$ cat src/rtl/core/meg_pkg.sv
// Package for the midpoint ellipse generator: operation codes, the multiplier
// and decision-term selects, and the command and status structs between the
// controller and the datapath. Depends on nothing.
package meg_pkg;

  localparam logic OP_START = 1'b0;

  typedef enum logic [3:0] {
    MUL_RY2_X,
    MUL_RX2_Y,
    MUL_RX2_RX2,
    MUL_Y_Y,
    MUL_TX_TX,
    MUL_RY2_P,
    MUL_TY_TY,
    MUL_RX2_P,
    MUL_RX2_RY2
  } mul_sel_t;

  typedef enum logic [1:0] {
    D_HOLD,
    D_LOAD,
    D_ADD4,
    D_SUB4
  } d_op_t;

  typedef struct packed {
    logic     load_in;
    logic     mul_en;
    mul_sel_t mul_sel;
    logic     cap_a;
    logic     cap_b;
    logic     ld_rx2;
    logic     ld_ry2;
    d_op_t    d_op;
    logic     set_region2;
    logic     emit;
  } meg_cmd_t;

  typedef struct packed {
    logic need_switch;
    logic out_free;
  } meg_status_t;

endpackage

$ cat src/rtl/core/meg_ctrl.sv
// Controller of the midpoint ellipse generator: a one-hot state machine that
// sequences the shared multiplier and the decision-term updates.
// Depends on meg_pkg.
module meg_ctrl (
  input  logic                clk,
  input  logic                rst_n,
  input  logic                in_valid,
  input  logic                in_op,
  output logic                in_ready,
  input  meg_pkg::meg_status_t status,
  output meg_pkg::meg_cmd_t    cmd
);
  import meg_pkg::*;

  typedef enum logic [12:0] {
    S_IDLE = 13'b0000000000001,
    S_MB   = 13'b0000000000010,
    S_CAP  = 13'b0000000000100,
    S_EMIT = 13'b0000000001000,
    S_T1   = 13'b0000000010000,
    S_T2   = 13'b0000000100000,
    S_T3   = 13'b0000001000000,
    S_W1   = 13'b0000010000000,
    S_W2   = 13'b0000100000000,
    S_W3   = 13'b0001000000000,
    S_W4   = 13'b0010000000000,
    S_W5   = 13'b0100000000000,
    S_W6   = 13'b1000000000000
  } state_t;

  state_t state_r, state_nxt;

  always_ff @(posedge clk) begin
    if (!rst_n) begin
      state_r <= S_IDLE;
    end else begin
      state_r <= state_nxt;
    end
  end

  always_comb begin
    state_nxt   = state_r;
    cmd         = '0;
    cmd.mul_sel = MUL_RY2_X;
    cmd.d_op    = D_HOLD;
    in_ready    = 1'b0;
    case (state_r)
      S_IDLE: begin
        in_ready   = 1'b1;
        cmd.mul_en = 1'b1;
        if (in_valid) begin
          cmd.load_in = 1'b1;
          state_nxt   = (in_op == OP_START) ? S_T1 : S_MB;
        end
      end
      S_MB: begin
        cmd.mul_en  = 1'b1;
        cmd.mul_sel = MUL_RX2_Y;
        cmd.cap_a   = 1'b1;
        state_nxt   = S_CAP;
      end
      S_CAP: begin
        cmd.cap_b = 1'b1;
        state_nxt = S_EMIT;
      end
      S_EMIT: begin
        if (status.need_switch) begin
          state_nxt = S_W1;
        end else if (status.out_free) begin
          cmd.emit  = 1'b1;
          state_nxt = S_IDLE;
        end
      end
      S_T1: begin
        cmd.mul_en  = 1'b1;
        cmd.mul_sel = MUL_RX2_RX2;
        state_nxt   = S_T2;
      end
      S_T2: begin
        cmd.mul_en  = 1'b1;
        cmd.mul_sel = MUL_Y_Y;
        cmd.ld_rx2  = 1'b1;
        state_nxt   = S_T3;
      end
      S_T3: begin
        cmd.mul_en  = 1'b1;
        cmd.mul_sel = MUL_RX2_Y;
        cmd.ld_ry2  = 1'b1;
        state_nxt   = S_EMIT;
      end
      S_W1: begin
        cmd.mul_en  = 1'b1;
        cmd.mul_sel = MUL_TX_TX;
        state_nxt   = S_W2;
      end
      S_W2: begin
        cmd.mul_en  = 1'b1;
        cmd.mul_sel = MUL_RY2_P;
        state_nxt   = S_W3;
      end
      S_W3: begin
        cmd.mul_en  = 1'b1;
        cmd.mul_sel = MUL_TY_TY;
        cmd.d_op    = D_LOAD;
        state_nxt   = S_W4;
      end
      S_W4: begin
        cmd.mul_en  = 1'b1;
        cmd.mul_sel = MUL_RX2_P;
        state_nxt   = S_W5;
      end
      S_W5: begin
        cmd.mul_en  = 1'b1;
        cmd.mul_sel = MUL_RX2_RY2;
        cmd.d_op    = D_ADD4;
        state_nxt   = S_W6;
      end
      S_W6: begin
        cmd.d_op        = D_SUB4;
        cmd.set_region2 = 1'b1;
        state_nxt       = S_EMIT;
      end
      default: begin
        state_nxt = S_IDLE;
      end
    endcase
  end

endmodule

$ cat src/rtl/core/meg_datapath.sv
// Datapath of the midpoint ellipse generator: walk registers, the shared
// registered multiplier, the decision term and the output register.
// Depends on meg_pkg; driven by meg_ctrl.
module meg_datapath #(
  parameter int COORD_BITS = 10
) (
  input  logic                        clk,
  input  logic                        rst_n,
  input  meg_pkg::meg_cmd_t           cmd,
  output meg_pkg::meg_status_t        status,
  input  logic                        in_op,
  input  logic [COORD_BITS-1:0]       in_center_x,
  input  logic [COORD_BITS-1:0]       in_center_y,
  input  logic [COORD_BITS-1:0]       in_radius_x,
  input  logic [COORD_BITS-1:0]       in_radius_y,
  output logic                        out_valid,
  input  logic                        out_ready,
  output logic                        out_valid_res,
  output logic                        out_done_res,
  output logic signed [COORD_BITS+1:0] out_right_col,
  output logic signed [COORD_BITS+1:0] out_left_col,
  output logic signed [COORD_BITS+1:0] out_lower_row,
  output logic signed [COORD_BITS+1:0] out_upper_row
);
  import meg_pkg::*;

  localparam int C  = COORD_BITS;
  localparam int SW = 2 * C;
  localparam int OW = C + 2;
  localparam int MA = 2 * C + 1;
  localparam int MB = 2 * C + 4;
  localparam int PW = MA + MB;
  localparam int DW = 4 * C + 8;

  logic                 active_r, active_nxt;
  logic                 region2_r, region2_nxt;
  logic                 start_r, start_nxt;
  logic                 sw_r, sw_nxt;
  logic [C:0]           x_r, x_nxt;
  logic signed [C+1:0]  y_r, y_nxt;
  logic [C-1:0]         cx_r, cx_nxt;
  logic [C-1:0]         cy_r, cy_nxt;
  logic [SW-1:0]        rx2_r, rx2_nxt;
  logic [SW-1:0]        ry2_r, ry2_nxt;
  logic signed [DW-1:0] d_r, d_nxt;
  logic signed [DW-1:0] ax_r, ax_nxt;
  logic signed [DW-1:0] by_r, by_nxt;
  logic signed [PW-1:0] prod_r, prod_nxt;

  logic                 out_valid_r, out_valid_nxt;
  logic                 res_valid_r, res_valid_nxt;
  logic                 res_done_r, res_done_nxt;
  logic signed [OW-1:0] right_r, right_nxt;
  logic signed [OW-1:0] left_r, left_nxt;
  logic signed [OW-1:0] lower_r, lower_nxt;
  logic signed [OW-1:0] upper_r, upper_nxt;

  logic signed [MA-1:0] ma;
  logic signed [MB-1:0] mb;
  logic [C+1:0]         tx;
  logic signed [C+1:0]  ty;
  logic signed [DW-1:0] prod_d;
  logic signed [DW-1:0] rx2_d;
  logic signed [DW-1:0] ry2_d;

  assign tx     = {x_r, 1'b1};
  assign ty     = y_r - 1'b1;
  assign prod_d = DW'(prod_r);
  assign rx2_d  = $signed(DW'(rx2_r));
  assign ry2_d  = $signed(DW'(ry2_r));

  always_comb begin
    ma = $signed({1'b0, ry2_r});
    mb = $signed(MB'(x_r));
    case (cmd.mul_sel)
      MUL_RY2_X: begin
        ma = $signed({1'b0, ry2_r});
        mb = $signed(MB'(x_r));
      end
      MUL_RX2_Y: begin
        ma = $signed({1'b0, rx2_r});
        mb = MB'(y_r);
      end
      MUL_RX2_RX2: begin
        ma = $signed({1'b0, rx2_r});
        mb = $signed(MB'(rx2_r));
      end
      MUL_Y_Y: begin
        ma = MA'(y_r);
        mb = MB'(y_r);
      end
      MUL_TX_TX: begin
        ma = $signed(MA'(tx));
        mb = $signed(MB'(tx));
      end
      MUL_RY2_P: begin
        ma = $signed({1'b0, ry2_r});
        mb = prod_r[MB-1:0];
      end
      MUL_TY_TY: begin
        ma = MA'(ty);
        mb = MB'(ty);
      end
      MUL_RX2_P: begin
        ma = $signed({1'b0, rx2_r});
        mb = prod_r[MB-1:0];
      end
      MUL_RX2_RY2: begin
        ma = $signed({1'b0, rx2_r});
        mb = $signed(MB'(ry2_r));
      end
      default: begin
        ma = '0;
        mb = '0;
      end
    endcase
  end

  always_comb begin
    active_nxt    = active_r;
    region2_nxt   = region2_r;
    start_nxt     = start_r;
    sw_nxt        = sw_r;
    x_nxt         = x_r;
    y_nxt         = y_r;
    cx_nxt        = cx_r;
    cy_nxt        = cy_r;
    rx2_nxt       = rx2_r;
    ry2_nxt       = ry2_r;
    d_nxt         = d_r;
    ax_nxt        = ax_r;
    by_nxt        = by_r;
    prod_nxt      = cmd.mul_en ? ma * mb : prod_r;
    out_valid_nxt = out_valid_r & ~out_ready;
    res_valid_nxt = res_valid_r;
    res_done_nxt  = res_done_r;
    right_nxt     = right_r;
    left_nxt      = left_r;
    lower_nxt     = lower_r;
    upper_nxt     = upper_r;

    if (cmd.load_in) begin
      start_nxt = (in_op == OP_START);
      if (in_op == OP_START) begin
        cx_nxt  = in_center_x;
        cy_nxt  = in_center_y;
        x_nxt   = '0;
        y_nxt   = $signed((C + 2)'(in_radius_y));
        rx2_nxt = SW'(in_radius_x);
      end
    end
    if (cmd.ld_rx2) begin
      rx2_nxt = prod_r[SW-1:0];
    end
    if (cmd.ld_ry2) begin
      ry2_nxt = prod_r[SW-1:0];
    end
    if (cmd.cap_a) begin
      ax_nxt = prod_d;
    end
    if (cmd.cap_b) begin
      ax_nxt = ax_r + ry2_d;
      by_nxt = prod_d - rx2_d;
      sw_nxt = !(!y_r[C+1] && (ax_r < prod_d));
    end

    case (cmd.d_op)
      D_HOLD: d_nxt = d_r;
      D_LOAD: d_nxt = prod_d;
      D_ADD4: d_nxt = d_r + (prod_d <<< 2);
      D_SUB4: d_nxt = d_r - (prod_d <<< 2);
      default: d_nxt = d_r;
    endcase

    if (cmd.set_region2) begin
      region2_nxt = 1'b1;
    end

    if (cmd.emit) begin
      out_valid_nxt = 1'b1;
      res_valid_nxt = 1'b0;
      res_done_nxt  = 1'b1;
      right_nxt     = '0;
      left_nxt      = '0;
      lower_nxt     = '0;
      upper_nxt     = '0;
      if (start_r) begin
        res_done_nxt = 1'b0;
        active_nxt   = 1'b1;
        region2_nxt  = 1'b0;
        d_nxt        = (ry2_d <<< 2) - (prod_d <<< 2) + rx2_d;
      end else if (!active_r) begin
        res_done_nxt = 1'b1;
      end else if (region2_r && y_r[C+1]) begin
        active_nxt = 1'b0;
      end else begin
        res_valid_nxt = 1'b1;
        res_done_nxt  = 1'b0;
        right_nxt     = $signed(OW'(cx_r) + OW'(x_r));
        left_nxt      = $signed(OW'(cx_r) - OW'(x_r));
        lower_nxt     = $signed(OW'(cy_r)) + y_r;
        upper_nxt     = $signed(OW'(cy_r)) - y_r;
        if (!region2_r) begin
          x_nxt = x_r + 1'b1;
          if (d_r[DW-1]) begin
            d_nxt = d_r + (ax_r <<< 3) + (ry2_d <<< 2);
          end else begin
            y_nxt = y_r - 1'b1;
            d_nxt = d_r + (ax_r <<< 3) - (by_r <<< 3) + (ry2_d <<< 2);
          end
        end else begin
          y_nxt = y_r - 1'b1;
          if (!d_r[DW-1] && (d_r != '0)) begin
            d_nxt = d_r + (rx2_d <<< 2) - (by_r <<< 3);
          end else begin
            x_nxt = x_r + 1'b1;
            d_nxt = d_r + (ax_r <<< 3) - (by_r <<< 3) + (rx2_d <<< 2);
          end
        end
      end
    end
  end

  always_ff @(posedge clk) begin
    if (!rst_n) begin
      active_r    <= 1'b0;
      region2_r   <= 1'b0;
      start_r     <= 1'b0;
      sw_r        <= 1'b0;
      out_valid_r <= 1'b0;
    end else begin
      active_r    <= active_nxt;
      region2_r   <= region2_nxt;
      start_r     <= start_nxt;
      sw_r        <= sw_nxt;
      out_valid_r <= out_valid_nxt;
    end
  end

  always_ff @(posedge clk) begin
    x_r         <= x_nxt;
    y_r         <= y_nxt;
    cx_r        <= cx_nxt;
    cy_r        <= cy_nxt;
    rx2_r       <= rx2_nxt;
    ry2_r       <= ry2_nxt;
    d_r         <= d_nxt;
    ax_r        <= ax_nxt;
    by_r        <= by_nxt;
    prod_r      <= prod_nxt;
    res_valid_r <= res_valid_nxt;
    res_done_r  <= res_done_nxt;
    right_r     <= right_nxt;
    left_r      <= left_nxt;
    lower_r     <= lower_nxt;
    upper_r     <= upper_nxt;
  end

  assign status.need_switch = !start_r && active_r && sw_r && !region2_r;
  assign status.out_free    = !out_valid_r || out_ready;

  assign out_valid     = out_valid_r;
  assign out_valid_res = res_valid_r;
  assign out_done_res  = res_done_r;
  assign out_right_col = right_r;
  assign out_left_col  = left_r;
  assign out_lower_row = lower_r;
  assign out_upper_row = upper_r;

endmodule

$ cat src/rtl/core/midpoint_ellipse_generator_unit.sv
// Midpoint ellipse rasterizer. A start item (tuser 0) loads the center and the
// radii; each step item (tuser 1) returns the four symmetric pixel coordinates
// of the current point and then advances the walk, or returns the done flag once
// the walk is over. On the step where the walk passes from region one to region
// two, the decision term is first reloaded for region two. One shared signed
// multiplier with a registered product is sequenced by the controller. A result
// waits in an output register, so the block may accept the next item before the
// last result is taken; an item's result leaves only once that register is free.
// Depends on meg_pkg, meg_ctrl and meg_datapath.
module midpoint_ellipse_generator_unit #(
  parameter int COORD_BITS = 10
) (
  input  logic                                     clk,
  input  logic                                     rst_n,
  input  logic                                     in_tvalid,
  output logic                                     in_tready,
  // center_x, center_y, radius_x, radius_y, zero pad
  input  logic [((4*COORD_BITS+7)/8)*8-1:0]        in_tdata,
  // operation
  input  logic [0:0]                               in_tuser,
  output logic                                     out_tvalid,
  input  logic                                     out_tready,
  // right_col, left_col, lower_row, upper_row, zero pad
  output logic [((4*(COORD_BITS+2)+7)/8)*8-1:0]    out_tdata,
  // valid_res, done_res
  output logic [1:0]                               out_tuser
);
  import meg_pkg::*;

  localparam int C   = COORD_BITS;
  localparam int OW  = C + 2;
  localparam int ODW = ((4 * OW + 7) / 8) * 8;

  meg_cmd_t    cmd;
  meg_status_t status;

  logic                 res_valid;
  logic                 res_done;
  logic signed [OW-1:0] right_col;
  logic signed [OW-1:0] left_col;
  logic signed [OW-1:0] lower_row;
  logic signed [OW-1:0] upper_row;

  meg_ctrl u_ctrl (
    .clk      (clk),
    .rst_n    (rst_n),
    .in_valid (in_tvalid),
    .in_op    (in_tuser[0]),
    .in_ready (in_tready),
    .status   (status),
    .cmd      (cmd)
  );

  meg_datapath #(
    .COORD_BITS (COORD_BITS)
  ) u_datapath (
    .clk           (clk),
    .rst_n         (rst_n),
    .cmd           (cmd),
    .status        (status),
    .in_op         (in_tuser[0]),
    .in_center_x   (in_tdata[C-1:0]),
    .in_center_y   (in_tdata[2*C-1:C]),
    .in_radius_x   (in_tdata[3*C-1:2*C]),
    .in_radius_y   (in_tdata[4*C-1:3*C]),
    .out_valid     (out_tvalid),
    .out_ready     (out_tready),
    .out_valid_res (res_valid),
    .out_done_res  (res_done),
    .out_right_col (right_col),
    .out_left_col  (left_col),
    .out_lower_row (lower_row),
    .out_upper_row (upper_row)
  );

  assign out_tdata = ODW'({upper_row, lower_row, left_col, right_col});
  assign out_tuser = {res_done, res_valid};

  // Once an item is taken, the input stays closed while it is worked on.
  a_accept_closes: assert property (@(posedge clk) disable iff (!rst_n)
    (in_tvalid && in_tready) |=> !in_tready)
    else $error("input still open after an item was accepted");

  // A result is never loaded over one that has not been taken.
  a_emit_free: assert property (@(posedge clk) disable iff (!rst_n)
    cmd.emit |-> status.out_free)
    else $error("result loaded while the output register was full");

  // The region switch must be finished before a point is produced.
  a_emit_no_switch: assert property (@(posedge clk) disable iff (!rst_n)
    cmd.emit |-> !status.need_switch)
    else $error("result produced with the region switch still pending");

  // A plotted point and the done flag never come together.
  a_valid_done: assert property (@(posedge clk) disable iff (!rst_n)
    out_tvalid |-> !(out_tuser[0] && out_tuser[1]))
    else $error("result marked both plotted and done");

endmodule

$ cat config.mk
export PLATFORM = sky130hd
export DESIGN_NAME = midpoint_ellipse_generator_unit
export DESIGN_NICKNAME = d
export VERILOG_FILES = /design/src/rtl/core/meg_pkg.sv /design/src/rtl/core/meg_ctrl.sv /design/src/rtl/core/meg_datapath.sv /design/src/rtl/core/midpoint_ellipse_generator_unit.sv
export SDC_FILE = /design/constraint.sdc
export NUM_CORES = 2
export LEC_CHECK = 0
export CAP_MARGIN = 10
export CORE_MARGIN = 2
export CORE_UTILIZATION = 30
export CTS_CLUSTER_SIZE = 24
export DETAILED_ROUTE_END_ITERATION = 8
export DONT_BUFFER_PORTS = 1
export GPL_ROUTABILITY_DRIVEN = 0
export GPL_TIMING_DRIVEN = 1
export PLACE_DENSITY = 0.46
export SYNTH_ARGS = -nofsm -noshare
export SYNTH_HDL_FRONTEND = slang
export SYNTH_HIERARCHICAL = 1
export SYNTH_SLANG_ARGS = --single-unit
$ cat constraint.sdc
create_clock -name clk -period 14.6 [get_ports clk]
set_input_delay 1.46 -clock clk [delete_from_list [all_inputs] [get_ports clk]]
set_output_delay 1.46 -clock clk [all_outputs]
set_load 0.02 [all_outputs]
==> out/qor.yml <==
timing:
  rsz0062_at_grt: "false"
  fin_ws_ps: 1630
  setup_viol: 0
  fin_tns_setup_ps: 0
  fmax_mhz: 77.1
  period_minus_slack_ps: 12970
  tightest_slew_ps: 1180
  drv_slew: 0
  finalCritPeriodShare: 0.888
  finalHoldViolCount: 0
  relSlewSlack: 0.205
  fin_skew_ps: 80.6
logic_synthesis:
  synth_top_area_share: 0.203
  ys_top_cells_by_area: "fa_1, edfxtp_1, ha_1"
  yosys.area.top_type: "fa_1"
  yosys-top-cells-count: "inv_1, nand2_1, fa_1"
  synthCells: 6649
  avgSynthCellArea_um2: 8.35
  ys_types: 99
  syn-cell-area_um2: 55500
  synth_seq_cells: 335
  synth_edf_count: 248
  yosysMostFrequentCell: "inv_1"
  synth-seq-area-share: 0.165
  async_flop_share: 0
  ys.flop_type: "edfxtp_1"
  yosys_warnings: 6
drt:
  wirelength_um: 203000
  first_pass_iters: 7
  via_count: 48000
  via_per_inst: 5.31
  ant_nets: 0
  post_drt_wl_per_cell_um: 22.5
  first_iter_violations: 3764
  drc: 0
clock_tree:
  clockBufferDepth: 3
  cts_inserted_buffers: 44
  clk_latency_ps: 650
  postCtsHoldBufs: 0
  postCtsSetupBuffers: 0
  cts_tree: "done"
  cts.sink_count: 335
  cts.repair.resized: 0
  htree_levels: 2
  path_clk_slew_ps: 60
  root_buffer: "clkbuf_16"
grt:
  grt_pass1_wl_um: 307000
  grt_overflow: 0
  grt_max_degree: 80
  grt_pass1_vias: 48500
  antenna_found_initial: 7
  grt.total_usage: 0.215
power:
  cellLeakagePower_nw: 26.4
  ir_drop_mv: 0.0942
  power.density_nw_per_um2: 140
floorplanning:
  core_um2: 183000
  rows: 157
  fp.dieArea_um2: 189000
  die_y_um: 434
  die_w_um: 434
  start_util: 0.303
  io_pins: 97
critical_path:
  arrival_ps: 13290
  cp_slowest_stage_delay_ps: 880
  crit_required_ps: 14920
  crit_path_end_kind: "register"
  crit_type: "reg -> reg"
  cp_common_cell: "fa_1"
  crit_path_max_fanout: 28
  startpoint_type: "register"
  slowest_stage: "and2_1"
placed_design:
  dp_hpwl_um: 166000
  dp_slack_ps: 1420
  dp.cells: 8956
  placement.cell_area_um2: 58400
  io_buffer_count: 0
hold_path:
  hp-class: "reg -> reg"
final_layout:
  layout-drive-gt1-share: 0.0408
  postLayoutCellArea_um2: 60000
  multi_input_area_um2: 42000
  n_fill_cell: 19400
  seq_area_um2: 9190
  stdcell_count: 9038
  areaGrowthSynthToFinish_pct: 8.00
  fin_util: 0.327
  fin_nets: 7664
flow_run:
  drv_cap: 0
run_status:
  outcome: "finished, final reports clean"
## critical path, delay by kind of cell (launching register included)
family                   cells  cell delay [ps]
AO/OA/AOI/OAI               13             4610
XOR/XNOR                     1              140
adder cells (fa/ha/maj)      8             3790
buffers and inverters        7              770
flip-flops                   1              430
AND/OR/NAND/NOR              8             2880
## cell families (layout without fill, tap and decap cells)
logic type,Yosys count,count (layout),synth area share
and+or+nand+nor,1939,1939,0.163
AOI/OAI and AO/OA,1522,1522,0.177
buffers and inverters,1203,1116,0.0822
adders and majority gates,1081,1081,0.320
xor gates and xnor gates,479,479,0.0755
DFF,335,335,0.165
muxes,88,88,0.0164
other,2,14,0.000135
## layout make-up
cell class,instances,share of cell area
multi-input combinational,5121,0.699
sequential,335,0.153
inverter,948,0.0593
tap,2464,0.0514
clock buffer,52,0.0194
timing repair buffer,89,0.0111
clock inverter,27,0.00617
antenna,2,0.0000834
## flip-flops by register name (all words and copies together) (netlist names), 11 cells and up
signal and cells:
u_datapath/out_upper_row 11, u_datapath/rx2_r 20, u_datapath/out_left_col 11, u_datapath/x_r 11, u_datapath/out_lower_row 12, u_datapath/ry2_r 20
u_ctrl/state_r 13, u_datapath/prod_r 45, u_datapath/y_r 12, u_datapath/by_r 45, u_datapath/out_right_col 12, u_datapath/d_r 48
u_datapath/ax_r 48
## per-layer routing
metal / vias up / track usage / wire (um)
li1: 22300 / - / -
met1: 23800 / 0.308 / 95300
met2: 1541 / 0.340 / 90000
met3: 265 / 0.0224 / 12000
met4: 0 / 0.0579 / 5830
met5: - / 0 / 0
## through the flow
| step | total power [W] | hold slack, ps |
|---|---|---|
| 3_3_place_gp | 0.00705 | 468 |
| 4_1_cts | 0.00833 | 488 |
| 3_5_place_dp | 0.00707 | 473 |
| 5_1_grt | 0.00905 | 529 |
| 2_1_floorplan | 0.00556 | 453 |
| 6_report | 0.00837 | 499 |
## cell usage in the layout (no fill, tap or decap), types with 111 or more instances in the layout
| cell type | n |
|---|---|
| ha_1 | 516 |
| xor2_1 | 127 |
| edfxtp_1 | 248 |
| a21oi_1 | 443 |
| a21o_1 | 167 |
| o21ai_0 | 290 |
| nand3_1 | 111 |
| xnor2_1 | 352 |
| fa_1 | 564 |
| inv_1 | 945 |
| nor2_1 | 499 |
| nand2_1 | 713 |
## path summary, 6_finish.rpt
| check | start | to | slack (ps) | cells after the start |
|---|---|---|---|---|
| setup reg to reg | u_ctrl/state_r[0]$_SDFFE_PN1P_ | u_datapath/prod_r[38]$_DFFE_PP_ | 1630 | 37 |
| hold reg to reg | u_datapath/active_r$_SDFFE_PN0P_ | u_datapath/active_r$_SDFFE_PN0P_ | 500 | 2 |
| hold / removal | u_datapath/active_r$_SDFFE_PN0P_ | u_datapath/active_r$_SDFFE_PN0P_ | 500 | 2 |
| setup / recovery | u_ctrl/state_r[0]$_SDFFE_PN1P_ | u_datapath/prod_r[38]$_DFFE_PP_ | 1630 | 37 |
## where the power goes
group          internal, W  switching (W)
logic              0.00220        0.00347
clock network     0.000699       0.000494
registers          0.00119       0.000317
total              0.00409        0.00428
Note: power is estimated with default switching activity, not from simulation.
